### src/rtl/core/kne_pkg.sv
`default_nettype none

package kne_pkg;

  // Widths of the item fields.
  localparam int unsigned KEY_W    = 5;
  localparam int unsigned DIGIT_W  = 4;
  localparam int unsigned CURSOR_W = 2;
  localparam int unsigned FLAGS_W  = 4;
  localparam int unsigned TARGET_W = 2;
  localparam int unsigned TENTHS_W = 14;
  localparam int unsigned VALUE_W  = 10;
  localparam int unsigned NDIGITS  = 3;

  // Key codes with a fixed meaning.
  localparam logic [KEY_W-1:0] KEY_NONE         = 5'd0;
  localparam logic [KEY_W-1:0] KEY_FLAG_LAST    = 5'd4;
  localparam logic [KEY_W-1:0] KEY_TARGET_FIRST = 5'd5;
  localparam logic [KEY_W-1:0] KEY_TARGET_LAST  = 5'd8;
  localparam logic [KEY_W-1:0] KEY_POINT        = 5'd4;
  localparam logic [KEY_W-1:0] KEY_CLEAR        = 5'd8;
  localparam logic [KEY_W-1:0] KEY_CANCEL       = 5'd12;
  localparam logic [KEY_W-1:0] KEY_LEFT         = 5'd13;
  localparam logic [KEY_W-1:0] KEY_RIGHT        = 5'd15;
  localparam logic [KEY_W-1:0] KEY_COMMIT       = 5'd16;

  // Cursor limits.
  localparam logic [CURSOR_W-1:0] CURSOR_FIRST = 2'd0;
  localparam logic [CURSOR_W-1:0] CURSOR_MID   = 2'd1;
  localparam logic [CURSOR_W-1:0] CURSOR_LAST  = 2'd2;

  // Architectural state of the entry controller.
  typedef struct packed {
    logic                             entry;
    logic [CURSOR_W-1:0]              cursor;
    logic [NDIGITS-1:0][DIGIT_W-1:0]  digits;
    logic                             point;
    logic [TARGET_W-1:0]              target;
    logic [FLAGS_W-1:0]               flags;
  } kne_state_t;

  // One result item.
  typedef struct packed {
    logic                   in_entry;
    logic [DIGIT_W-1:0]     digit_hundreds;
    logic [DIGIT_W-1:0]     digit_tens;
    logic [DIGIT_W-1:0]     digit_units;
    logic                   point_on;
    logic [CURSOR_W-1:0]    cursor_pos;
    logic [FLAGS_W-1:0]     feature_flags;
    logic                   commit_valid;
    logic [TARGET_W-1:0]    commit_target;
    logic [TENTHS_W-1:0]    commit_tenths;
  } kne_result_t;

  // Digit lookup for entry mode: the top bit marks a digit key.
  function automatic logic [DIGIT_W:0] digit_of_key(input logic [KEY_W-1:0] key);
    logic [DIGIT_W:0] d;
    begin
      case (key)
        5'd1:    d = {1'b1, 4'd1};
        5'd2:    d = {1'b1, 4'd2};
        5'd3:    d = {1'b1, 4'd3};
        5'd5:    d = {1'b1, 4'd4};
        5'd6:    d = {1'b1, 4'd5};
        5'd7:    d = {1'b1, 4'd6};
        5'd9:    d = {1'b1, 4'd7};
        5'd10:   d = {1'b1, 4'd8};
        5'd11:   d = {1'b1, 4'd9};
        5'd14:   d = {1'b1, 4'd0};
        default: d = {1'b0, 4'd0};
      endcase
      return d;
    end
  endfunction

endpackage

`default_nettype wire

### src/rtl/core/kne_step.sv
`default_nettype none

// Next-state and result logic for one key press.
module kne_step (
  input  wire logic [kne_pkg::KEY_W-1:0] key,
  input  wire kne_pkg::kne_state_t       state,
  output kne_pkg::kne_state_t            state_next,
  output kne_pkg::kne_result_t           result
);

  logic [kne_pkg::DIGIT_W:0]     dig;
  logic [kne_pkg::VALUE_W-1:0]   value;
  logic [kne_pkg::TENTHS_W-1:0]  tenths;
  logic                          commit;
  logic [1:0]                    key_low;

  assign dig     = kne_pkg::digit_of_key(key);
  assign key_low = key[1:0] - 2'd1;

  // Buffered value as an integer, then scaled to tenths by the point.
  assign value = kne_pkg::VALUE_W'(state.digits[0]) * 10'd100
               + kne_pkg::VALUE_W'(state.digits[1]) * 10'd10
               + kne_pkg::VALUE_W'(state.digits[2]);
  assign tenths = state.point ? kne_pkg::TENTHS_W'(value)
                              : kne_pkg::TENTHS_W'(value) * 14'd10;

  // State update.
  always_comb begin
    state_next = state;
    commit     = 1'b0;
    if (key != kne_pkg::KEY_NONE && key <= kne_pkg::KEY_COMMIT) begin
      if (!state.entry) begin
        if (key <= kne_pkg::KEY_FLAG_LAST) begin
          state_next.flags = state.flags ^ (4'b0001 << key_low);
        end else if (key inside {[kne_pkg::KEY_TARGET_FIRST : kne_pkg::KEY_TARGET_LAST]}) begin
          state_next.cursor = kne_pkg::CURSOR_FIRST;
          state_next.digits = '0;
          state_next.point  = 1'b0;
          state_next.target = key_low;
          state_next.entry  = 1'b1;
        end
      end else if (dig[kne_pkg::DIGIT_W]) begin
        case (state.cursor)
          kne_pkg::CURSOR_MID:  state_next.digits[1] = dig[kne_pkg::DIGIT_W-1:0];
          kne_pkg::CURSOR_LAST: state_next.digits[2] = dig[kne_pkg::DIGIT_W-1:0];
          default:              state_next.digits[0] = dig[kne_pkg::DIGIT_W-1:0];
        endcase
      end else begin
        case (key)
          kne_pkg::KEY_POINT: state_next.point = ~state.point;
          kne_pkg::KEY_CLEAR: begin
            state_next.cursor = kne_pkg::CURSOR_FIRST;
            state_next.digits = '0;
            state_next.point  = 1'b0;
          end
          kne_pkg::KEY_CANCEL, kne_pkg::KEY_COMMIT: begin
            state_next.cursor = kne_pkg::CURSOR_FIRST;
            state_next.digits = '0;
            state_next.point  = 1'b0;
            state_next.entry  = 1'b0;
            commit            = (key == kne_pkg::KEY_COMMIT);
          end
          kne_pkg::KEY_LEFT: begin
            if (state.cursor != kne_pkg::CURSOR_FIRST) begin
              state_next.cursor = state.cursor - 2'd1;
            end
          end
          kne_pkg::KEY_RIGHT: begin
            if (state.cursor < kne_pkg::CURSOR_LAST) begin
              state_next.cursor = state.cursor + 2'd1;
            end
          end
          default: ;
        endcase
      end
    end
  end

  // Result shows the state after the key and any commit.
  always_comb begin
    result.in_entry       = state_next.entry;
    result.digit_hundreds = state_next.digits[0];
    result.digit_tens     = state_next.digits[1];
    result.digit_units    = state_next.digits[2];
    result.point_on       = state_next.point;
    result.cursor_pos     = state_next.cursor;
    result.feature_flags  = state_next.flags;
    result.commit_valid   = commit;
    result.commit_target  = commit ? state.target : '0;
    result.commit_tenths  = commit ? tenths : '0;
  end

endmodule

`default_nettype wire

### src/rtl/core/keypad_number_entry_unit.sv
// Each key's result is registered in the output register or the skid register.
// Throughput: one key per cycle unless in_stall is high; the state update and the
// result are one pass of logic from the state registers to the output register.
// A two-entry output stage (output register plus skid register) keeps input open
// for one more key while a result is stalled.
// Reset (rst, synchronous) clears the mode, buffer, target, flags and output valids.
`default_nettype none

module keypad_number_entry_unit (
  input  wire logic                               clk,
  input  wire logic                               rst,
  input  wire logic                               in_valid,
  output logic                                    in_stall,
  input  wire logic [kne_pkg::KEY_W-1:0]          key_code,
  output logic                                    out_valid,
  input  wire logic                               out_stall,
  output logic                                    in_entry,
  output logic [kne_pkg::DIGIT_W-1:0]             digit_hundreds,
  output logic [kne_pkg::DIGIT_W-1:0]             digit_tens,
  output logic [kne_pkg::DIGIT_W-1:0]             digit_units,
  output logic                                    point_on,
  output logic [kne_pkg::CURSOR_W-1:0]            cursor_pos,
  output logic [kne_pkg::FLAGS_W-1:0]             feature_flags,
  output logic                                    commit_valid,
  output logic [kne_pkg::TARGET_W-1:0]            commit_target,
  output logic [kne_pkg::TENTHS_W-1:0]            commit_tenths
);

  kne_pkg::kne_state_t  state;
  kne_pkg::kne_state_t  state_next;
  kne_pkg::kne_result_t result_new;
  kne_pkg::kne_result_t out_reg;
  kne_pkg::kne_result_t skid;
  logic                 skid_valid;
  logic                 in_take;
  logic                 out_take;

  assign in_stall = skid_valid;
  assign in_take  = in_valid && !skid_valid;
  assign out_take = out_valid && !out_stall;

  kne_step u_step (
    .key        (key_code),
    .state      (state),
    .state_next (state_next),
    .result     (result_new)
  );

  // State registers advance on every input transfer.
  always_ff @(posedge clk) begin
    if (rst) begin
      state <= '0;
    end else if (in_take) begin
      state <= state_next;
    end
  end

  // Output register with a skid register behind it.
  always_ff @(posedge clk) begin
    if (rst) begin
      out_valid  <= 1'b0;
      skid_valid <= 1'b0;
    end else if (out_take) begin
      if (skid_valid) begin
        out_reg    <= skid;
        skid_valid <= 1'b0;
      end else if (in_take) begin
        out_reg <= result_new;
      end else begin
        out_valid <= 1'b0;
      end
    end else if (!out_valid) begin
      if (in_take) begin
        out_reg   <= result_new;
        out_valid <= 1'b1;
      end
    end else if (in_take) begin
      skid       <= result_new;
      skid_valid <= 1'b1;
    end
  end

  assign in_entry       = out_reg.in_entry;
  assign digit_hundreds = out_reg.digit_hundreds;
  assign digit_tens     = out_reg.digit_tens;
  assign digit_units    = out_reg.digit_units;
  assign point_on       = out_reg.point_on;
  assign cursor_pos     = out_reg.cursor_pos;
  assign feature_flags  = out_reg.feature_flags;
  assign commit_valid   = out_reg.commit_valid;
  assign commit_target  = out_reg.commit_target;
  assign commit_tenths  = out_reg.commit_tenths;

  // The skid register is only ever filled behind a full output register.
  a_skid_behind_out: assert property (@(posedge clk) disable iff (rst)
    skid_valid |-> out_valid)
    else $error("skid register holds a result with the output register empty");

  // A transfer into a stalled output stage must land in the skid register.
  a_stall_fills_skid: assert property (@(posedge clk) disable iff (rst)
    (in_take && out_valid && out_stall) |=> skid_valid)
    else $error("result lost while the output was stalled");

  // A commit always leaves the block in idle mode.
  a_commit_idle: assert property (@(posedge clk) disable iff (rst)
    (out_valid && commit_valid) |-> !in_entry)
    else $error("commit reported while still in entry mode");

  // The cursor never passes the last digit position.
  a_cursor_range: assert property (@(posedge clk) disable iff (rst)
    state.cursor != 2'd3)
    else $error("cursor beyond the last digit");

endmodule

`default_nettype wire
### config.mk
export PLATFORM = sky130hd
export DESIGN_NAME = keypad_number_entry_unit
export DESIGN_NICKNAME = d
export VERILOG_FILES = /design/src/rtl/core/kne_pkg.sv /design/src/rtl/core/kne_step.sv /design/src/rtl/core/keypad_number_entry_unit.sv
export SDC_FILE = /design/constraint.sdc
export NUM_CORES = 1
export LEC_CHECK = 0
export ABC_AREA = 1
export BUFFER_PORTS_ARGS = -buffer_cell sky130_fd_sc_hd__buf_2
export CORE_MARGIN = 10
export CORE_UTILIZATION = 65
export DETAILED_ROUTE_END_ITERATION = 12
export GPL_ROUTABILITY_DRIVEN = 0
export PLACE_DENSITY_LB_ADDON = 0.1
export RECOVER_POWER = 50
export SKIP_LAST_GASP = 1
export SLEW_MARGIN = 25
export SYNTH_ARGS = -nofsm -noshare
export SYNTH_HDL_FRONTEND = slang
export SYNTH_HIERARCHICAL = 1
export SYNTH_SLANG_ARGS = --single-unit
### constraint.sdc
create_clock -name clk -period 6.17 [get_ports clk]
set_input_delay 0.9255 -clock clk [delete_from_list [all_inputs] [get_ports clk]]
set_output_delay 0.9255 -clock clk [all_outputs]
set_load 0.03 [all_outputs]
# Yosys cells after proc, flatten, opt, wreduce, memory -nomap -nowiden
# Memories as Yosys holds them, arrays and structs flattened.
# Cells that the tools add are included.
# word_totals
latch_bits	0
input_bits	9
ff_bits	98
out_inout_bits	39
memories	1
ramBits	0
romBits	80
elab_cells	114
# memory_table
name	depth	width	read_ports	rd_clocked_by_memory_dff	wr	line	rtl
(no name shown)	16	5	1	0	0	kne_pkg.sv:60	case (key)
# op_classes
n_shift	1
div	0
mux	35
order_cmp	5
reduce_logical	17
eq_ne	11
n_bitwise	6
n_mul	3
addsub	5
# ops
op	count
$mux 37	4
$mux 18	2
$mux 14	2
$mux 12	2
$mux 22	1
$eq 5x4->1 const B	4
$mux 16	1
$mux 4	4
$mul 10x3->13 const B	1
$mux 1	11
$add 10x4->10	1
$add 10x8->10	1
$mul 4x5->8 const B	1
$mul 4x3->7 const B	1
$mux 2	3
$mux 6	1
$pmux 2 s3	1
$reduce_and 2->1	3
$reduce_or 2->1	3
$eq 5x3->1 const B	1
$eq 5x5->1 const B	1
$ge 5x3->1 const B	1
$le 5x3->1 const B	1
$le 5x4->1 const B	1
other kinds (21)	31

# Depth between registers and ports, before layout
# Gate-level depths: netlist of run 1.
# depth
ltp_word	10
mapped_depth	28
ltp_nobuf	28

# Modules after synthesis
# Netlist of run 1, hierarchy kept.
# modules_own_cells
module	seq_area_each_um2	instances	area_each_um2	cells_each
keypad_number_entry_unit	2702.6	1	4251.6	466
kne_step	0.0	1	2417.3	400

# Worst setup path after synthesis of run 1
# No wires, ideal clock.
# synth_path
path_kind	register -> register
startpoint	register, netlist name state[14]
endpoint	register out_reg (netlist bit commit_tenths[10]), data pin
t_required_ns	5.917
synth_period_minus_slack_ns	4.136
n_path_buf	0
setup_ns	0.253
path_slack_ns	2.034
arrival_time_ns	3.882
stages_incl_launch_ff	23
cell_sequence	dfxtp_1 ha_1 ha_1 fa_1 ha_1 ha_1 a21oi_1 nand2_1 xor2_1 inv_1 ha_1 ha_1 nand3b_1 nand2_1 nand2_1 o21ai_0 nand2_1 nand2_1 nor2_1 inv_1 nand3_1 nand3_1 nand2_1
# synth_rtl
element	line	rtl
end signal, assigned	keypad_number_entry_unit.sv:65	out_reg <= skid;
end signal, assigned	keypad_number_entry_unit.sv:68	out_reg <= result_new;
end signal, assigned	keypad_number_entry_unit.sv:74	out_reg <= result_new;
end, declared	keypad_number_entry_unit.sv:32	kne_pkg::kne_result_t out_reg;

==> results.py, run 1 <==
metrics = {
    "routing": {
        "vias": 5511,
        "drtAntennaViolNets": 0,
        "wl_per_cell_um": 14.85,
        "drt_pass1_iterations": 5,
        "drc": 0,
        "postRouteWirelength_mm": 15.14,
        "viasPerCell": 5.408,
        "drtIter0Drc": 584,
    },
    "sta": {
        "setup_violations": 0,
        "period_needed_ns": 4.615,
        "setup_tns_ns": 0,
        "worst_slack_ns": 1.555,
        "fin_crit_sh": 0.7479,
        "finalHoldViolCount": 0,
        "worstMarginPinSlew_ns": 2.061,
        "fmax_mhz": 216.7,
        "final_max_slew_viol_count": 141,
        "rsz0062_at_grt": "false",
        "skew_ns": 0.01671,
        "slew_headroom": -0.3738,
    },
    "synth": {
        "netlist_area_mm2": 0.006669,
        "syn_avg_cell_area_um2": 7.701,
        "yosysWarnings": 6,
        "synth-seq-cells": 98,
        "synth-seq-area-share": 0.4053,
        "synth.net_count": 932,
        "yosysUniqueCellTypes": 33,
        "netlist_instances": 866,
    },
    "setup_path": {
        "r2r_start": "state[14]",
        "rrSetupSlack_ns": 1.56,
        "r2r_end": "commit_tenths[10]",
        "worstRegToRegCells": 22,
        "crit_fanout": 6,
        "cpMaxStageDelayCell": "dfxtp_1",
        "endpoint_kind": "register",
        "criticalPathCategory": "register to register",
        "path_cells": "ha_1, ha_1, fa_1, ha_1, ha_1, a21oi_1, nand2_1, xor2_1, inv_1, ha_1, ha_1, nand3b_1, nand2_1, nand2_1, o21ai_0, nand2_1, nand2_1, nor2_1, inv_1, nand3_1, nand3_1, nand2_1",
        "cp_num_buf_inv": 2,
        "max_stage_delay_ns": 0.44,
        "cp_top_family": "adder cells",
        "start_kind": "register",
        "arrival_ns": 4.73,
        "required_ns": 6.28,
    },
    "layout": {
        "fin_nets": 947,
        "num_antenna_cells": 0,
        "synthToLayoutAreaGrowth_pct": 3.940,
        "stdcell_area_mm2": 0.006932,
        "layout-drive-gt1-share": 0.04966,
        "fin_util": 0.7027,
    },
    "outcome": {
        "violations": "max-capacitance violations, max-slew violations",
        "status": "finished, violations left",
    },
    "pwr": {
        "power_density_mw_per_mm2": 256.4,
        "ir_drop_v": 0.0001392,
        "leakage_nw": 3.259,
    },
    "floorplanning": {
        "design.die.area_mm2": 0.01471,
        "fp.dieH_um": 121.3,
        "pin_count": 48,
        "coreArea_mm2": 0.009864,
        "dieWidth_um": 121.3,
        "initial_core_util": 0.6761,
        "fp-row-count": 36,
    },
    "global_route": {
        "grt_pass1_wl_mm": 25.03,
        "overflow": 0,
        "grt_pass1_vias": 5101,
        "track_usage": 0.2054,
        "antenna_found_initial": 0,
        "grt_max_degree": 41,
    },
    "flow_run": {
        "drv_cap": 4,
    },
    "worst_hold_path": {
        "min_from": "skid[18]",
        "hold_depth": 2,
        "min_path_type": "register to register",
        "min_delay_worst_endpoint": "feature_flags[1]",
    },
    "clock_tree": {
        "clock_latency_ns": 0.37,
        "cts_tree": "yes",
        "root_buffer": "clkbuf_8",
        "cts-resized-gates": 0,
        "htree_num_levels": 3,
        "cts.sink_count": 98,
        "cts_buffer_depth": 2,
        "postCtsSetupRepairBufs": 0,
        "postCtsHoldBufs": 0,
        "clk_pin_slew_ns": 0.10,
        "cts_buffers": 9,
    },
    "place": {
        "hpwl_mm": 10.87,
        "placed_area_mm2": 0.006827,
        "pre_cts_ws_ns": 1.645,
        "portBuffers": 47,
    },
}
area by class of cell:
cell class	count	area (µm²)
repair buffers	50	197.7
inverters	137	514.2
fillers	826	2933
flip-flops and latches	98	2703
clock inverters	6	73.82
multi-input cells	585	3149
well taps	133	166.4
clock buffers	10	127.6
cell usage in the layout, fill, tap and decap left out, drive strengths merged:
| cell | instances |
|---|---|
| a21o | 1 |
| a21oi | 19 |
| a22o | 2 |
| buf | 6 |
| bufinv | 1 |
| clkbuf | 54 |
| clkinv | 1 |
| clkinvlp | 2 |
| dfxtp | 24 |
| edfxtp | 74 |
| fa | 6 |
| ha | 51 |
| inv | 139 |
| nand2 | 252 |
| nand3 | 113 |
| nand3b | 2 |
| nand4 | 4 |
| nor2 | 79 |
| o21a | 1 |
| o21ai | 36 |
| o22ai | 6 |
| or2 | 2 |
| xnor2 | 7 |
| xor2 | 4 |
routing by layer:
layer  up-vias  GRT usage  wire length (µm)
li1       2784          -                 -
met1      2533     0.2889              6995
met2       181     0.3150              6857
met3        13    0.04979              1157
met4         0    0.03949               126
met5         -          0                 0
worst reg2reg max path: cells and delay by family (launching register included):
family          cells  cell delay (ns)
simple gates       10             0.84
buf+inv             2             0.16
fa+ha+maj           7             2.29
xor+xnor            1             0.26
compound gates      2             0.40
flops               1             0.44
synthesized netlist by cell type (all sizes together):
cell    instances  share of area
nand2         252           0.15
inv           137          0.077
nand3         113          0.086
nor2           79          0.049
edfxtp         74           0.33
ha             51          0.096
buf            39          0.039
o21ai          36          0.028
dfxtp          24          0.072
a21oi          19          0.018
clkbuf          7         0.0041
xnor2           7         0.0092
fa              6          0.018
o22ai           6         0.0056
nand4           4         0.0038
xor2            4         0.0053
a22o            2         0.0026
nand3b          2         0.0023
or2             2         0.0019
a21o            1         0.0011
o21a            1         0.0011
power breakdown:
| group | switching (W) | internal [W] |
|---|---|---|
| sequential | 0.0000323 | 0.000762 |
| clock | 0.000236 | 0.000193 |
| combinational | 0.000373 | 0.000182 |
stage by stage:
stage	instances	total power [W]	hold slack (ns)
finish	1019	0.001777	0.5047
global route	1019	0.001885	0.5376
CTS	1019	0.001778	0.5094
detailed placement	1003	0.001357	0.4966
global placement	1003	0.001333	0.4876
floorplan	866	0.001240	0.4768
how the worst max path moves through the flow:
stage,startpoint,to,slack [ns],cells after the start
2_1_floorplan,state[14],commit_tenths[10],2.03,22
3_3_place_gp,state[14],commit_tenths[10],1.78,22
3_5_place_dp,state[14],commit_tenths[10],1.64,22
4_1_cts,state[14],commit_tenths[10],1.61,22
5_1_grt,state[14],commit_tenths[10],1.16,22
6_report,state[14],commit_tenths[10],1.56,22
state kept, by name (all words and copies together) (netlist names), 2 cells and up:
register,cells
feature_flags,4
commit_tenths,14
cursor_pos,2
digit_units,4
state,22
digit_tens,4
skid,37
digit_hundreds,4
commit_target,2
cell families after synthesis:
group / Yosys count / share of synthesized area
and+or+nand+nor: 452 / 0.2897
buffers and inverters: 183 / 0.1206
DFF: 98 / 0.4053
AOI/OAI and AO/OA: 65 / 0.05629
adders and majority gates: 57 / 0.1137
xor gates and xnor gates: 11 / 0.01445
Power figures use the tool's default switching activity.
==> inputs of run 2 (changes only) <==
--- a/config.mk
+++ b/config.mk
@@ -8,7 +8,7 @@
 export ABC_AREA = 1
 export BUFFER_PORTS_ARGS = -buffer_cell sky130_fd_sc_hd__buf_2
 export CORE_MARGIN = 10
-export CORE_UTILIZATION = 65
+export CORE_UTILIZATION = 61
 export DETAILED_ROUTE_END_ITERATION = 12
 export GPL_ROUTABILITY_DRIVEN = 0
 export PLACE_DENSITY_LB_ADDON = 0.1
==> constraint.sdc (replaced) <==
create_clock -name clk -period 4.4 [get_ports clk]
set_input_delay 0.66 -clock clk [delete_from_list [all_inputs] [get_ports clk]]
set_output_delay 0.66 -clock clk [all_outputs]
set_load 0.03 [all_outputs]
==> run 2 against run 1 <==
The run still ends with max-capacitance violations, max-slew violations left. Flip-flop and latch count stayed put. First-iteration DRC count grew 23%. Combinational power rose by 72%. Sequential power grew 40%. Power rose by 51%. Global-route usage down 1.2 points. Critical endpoint unchanged. Largest power group unchanged. Highest routed layer unchanged.
==> results.py, run 2 (synthesized netlist as in run 1, its figures left out) <==
metrics = {
    "setup_path": {
        "max_stage_delay_ns": 0.44,
        "rrSetupSlack_ns": 0.08,
        "crit_fanout": 5,
        "arrival_ns": 4.43,
        "criticalPathCategory": "register to register",
        "startpoint": "state[12]",
        "endpoint_kind": "register",
        "cpMostUsedCell": "nand2_1",
        "required_ns": 4.51,
        "cpMaxStageDelayCell": "fa_1",
        "path_cells": "ha_1, ha_2, fa_1, ha_1, ha_4, a21oi_2, nand2_1, xor2_1, inv_1, ha_1, ha_4, nand3b_1, nand2_1, nand2_1, o21ai_2, nand2_1, nand2_1, nor2_1, inv_1, nand3_1, nand3_1, nand2_1",
        "start_kind": "register",
        "r2r_start": "state[12]",
    },
    "routing": {
        "vias": 5664,
        "wl_met1_mm": 7.161,
        "viasPerCell": 5.478,
        "drt_pass1_iterations": 5,
        "drtIter0Drc": 717,
        "postRouteWirelength_mm": 16.10,
        "met2_length_mm": 7.537,
        "wl_per_cell_um": 15.57,
        "drtAntennaViolNets": 0,
        "drc": 0,
        "top_layer": "met4",
        "routed-wl-met3_mm": 1.257,
    },
    "pwr": {
        "ir_drop_v": 0.0001836,
        "power_density_mw_per_mm2": 370.1,
        "leakage_nw": 3.310,
    },
    "layout": {
        "stdcell_area_mm2": 0.007231,
        "fin_nets": 955,
        "top_register": "skid",
        "layout_common_cells": "242 x nand2_1, 130 x inv_1, 109 x nand3_1, 74 x nor2_1, 74 x edfxtp_1",
        "largest_reg_flops": 37,
        "num_antenna_cells": 0,
        "synthToLayoutAreaGrowth_pct": 8.424,
        "layout_commonest_cell": "nand2_1",
        "layout-drive-gt1-share": 0.09955,
    },
    "place": {
        "pre_cts_ws_ns": -0.03919,
        "hpwl_mm": 11.34,
        "placed_area_mm2": 0.006873,
        "portBuffers": 47,
    },
    "clock_tree": {
        "cts_tree": "yes",
        "clock_latency_ns": 0.37,
        "cts.sink_count": 98,
        "cts_buffer_depth": 2,
        "htree_num_levels": 3,
        "root_buffer": "clkbuf_8",
        "clk_pin_slew_ns": 0.10,
        "postCtsHoldBufs": 0,
        "cts_buffers": 9,
    },
    "worst_hold_path": {
        "min_path_type": "register to register",
        "min_from": "state[0]",
    },
    "sta": {
        "fmax_mhz": 231.3,
        "worstMarginPinSlew_ns": 2.614,
        "period_needed_ns": 4.323,
        "fin_crit_sh": 0.9824,
        "final_max_slew_viol_count": 131,
        "setup_violations": 0,
        "worst_slack_ns": 0.07727,
        "skew_ns": 0.01382,
        "finalHoldViolCount": 0,
        "slew_headroom": -0.7424,
    },
    "floorplanning": {
        "dieWidth_um": 124.6,
        "fp.dieH_um": 124.6,
        "design.die.area_mm2": 0.01552,
        "pin_count": 48,
        "coreArea_mm2": 0.01079,
        "fp-row-count": 38,
        "initial_core_util": 0.6179,
    },
    "outcome": {
        "violations": "max-capacitance violations, max-slew violations",
        "status": "finished, violations left",
    },
    "global_route": {
        "grt_max_degree": 61,
        "antenna_found_initial": 0,
        "track_usage": 0.1935,
        "grt_pass1_wl_mm": 25.34,
        "overflow": 0,
        "grt_pass1_vias": 5133,
    },
    "flow_run": {
        "drv_cap": 3,
    },
}
-- run 2: cell count changes in the layout (fill, tap and decap cells not counted), sizes merged --
cell / delta
buf: +8
-- run 2: timing repair --
| action | 4_1_cts | 5_1_grt |
|---|---|---|
| endpoints found under the setup margin | 3 | 9 |
| pin swaps | 0 | 8 |
| buffers inserted | 0 | 2 |
| resized for setup | 6 | 36 |
-- run 2: critical path, delay by kind of cell (launching register included) --
kind,cells,cell delay [ns]
AO/OA/AOI/OAI,2,0.31
XOR/XNOR,1,0.21
buffers and inverters,2,0.14
AND/OR/NAND/NOR,10,0.86
flip-flops,1,0.35
adder cells (fa/ha/maj),7,2.20
-- run 2: path summary, 6_finish.rpt --
check | depth (start not counted) | to
worst min register to register | 2 | state[0]
worst max register to register | 22 | commit_tenths[10]
worst min-delay path | 2 | state[0]
worst max-delay path | 22 | commit_tenths[10]
-- run 2: through the flow --
stage                     setup TNS [ns]  cells    util  power (W)  hold slack, ns
after detailed placement        -0.05877   1016  0.6368   0.001915          0.5036
after global routing            -0.09193   1034  0.6700   0.002828          0.5402
final                                  0   1034  0.6700   0.002676          0.5119
after CTS                              0   1032  0.6584   0.002525          0.5174
after floorplan                        0    866       -   0.001739          0.4768
after global placement                 0   1016  0.6368   0.001881          0.4883
-- run 2: cell type report --
cell class / instances / area (µm²)
inverters: 137 / 514.2
flip-flops and latches: 98 / 2709
clock inverters: 6 / 73.82
well taps: 140 / 175.2
repair buffers: 58 / 255.2
fillers: 914 / 3562
multi-input cells: 585 / 3376
clock buffers: 10 / 127.6
-- run 2: routing by layer --
layer / vias up / global-route usage
li1: 2801 / -
met1: 2615 / 0.2734
met2: 230 / 0.3015
met3: 18 / 0.03660
met4: 0 / 0.03975
met5: - / 0
-- run 2: report_power, final --
part,switching (W),internal (W)
sequential,0.0000440,0.00107
clock,0.000336,0.000270
combinational,0.000603,0.000354
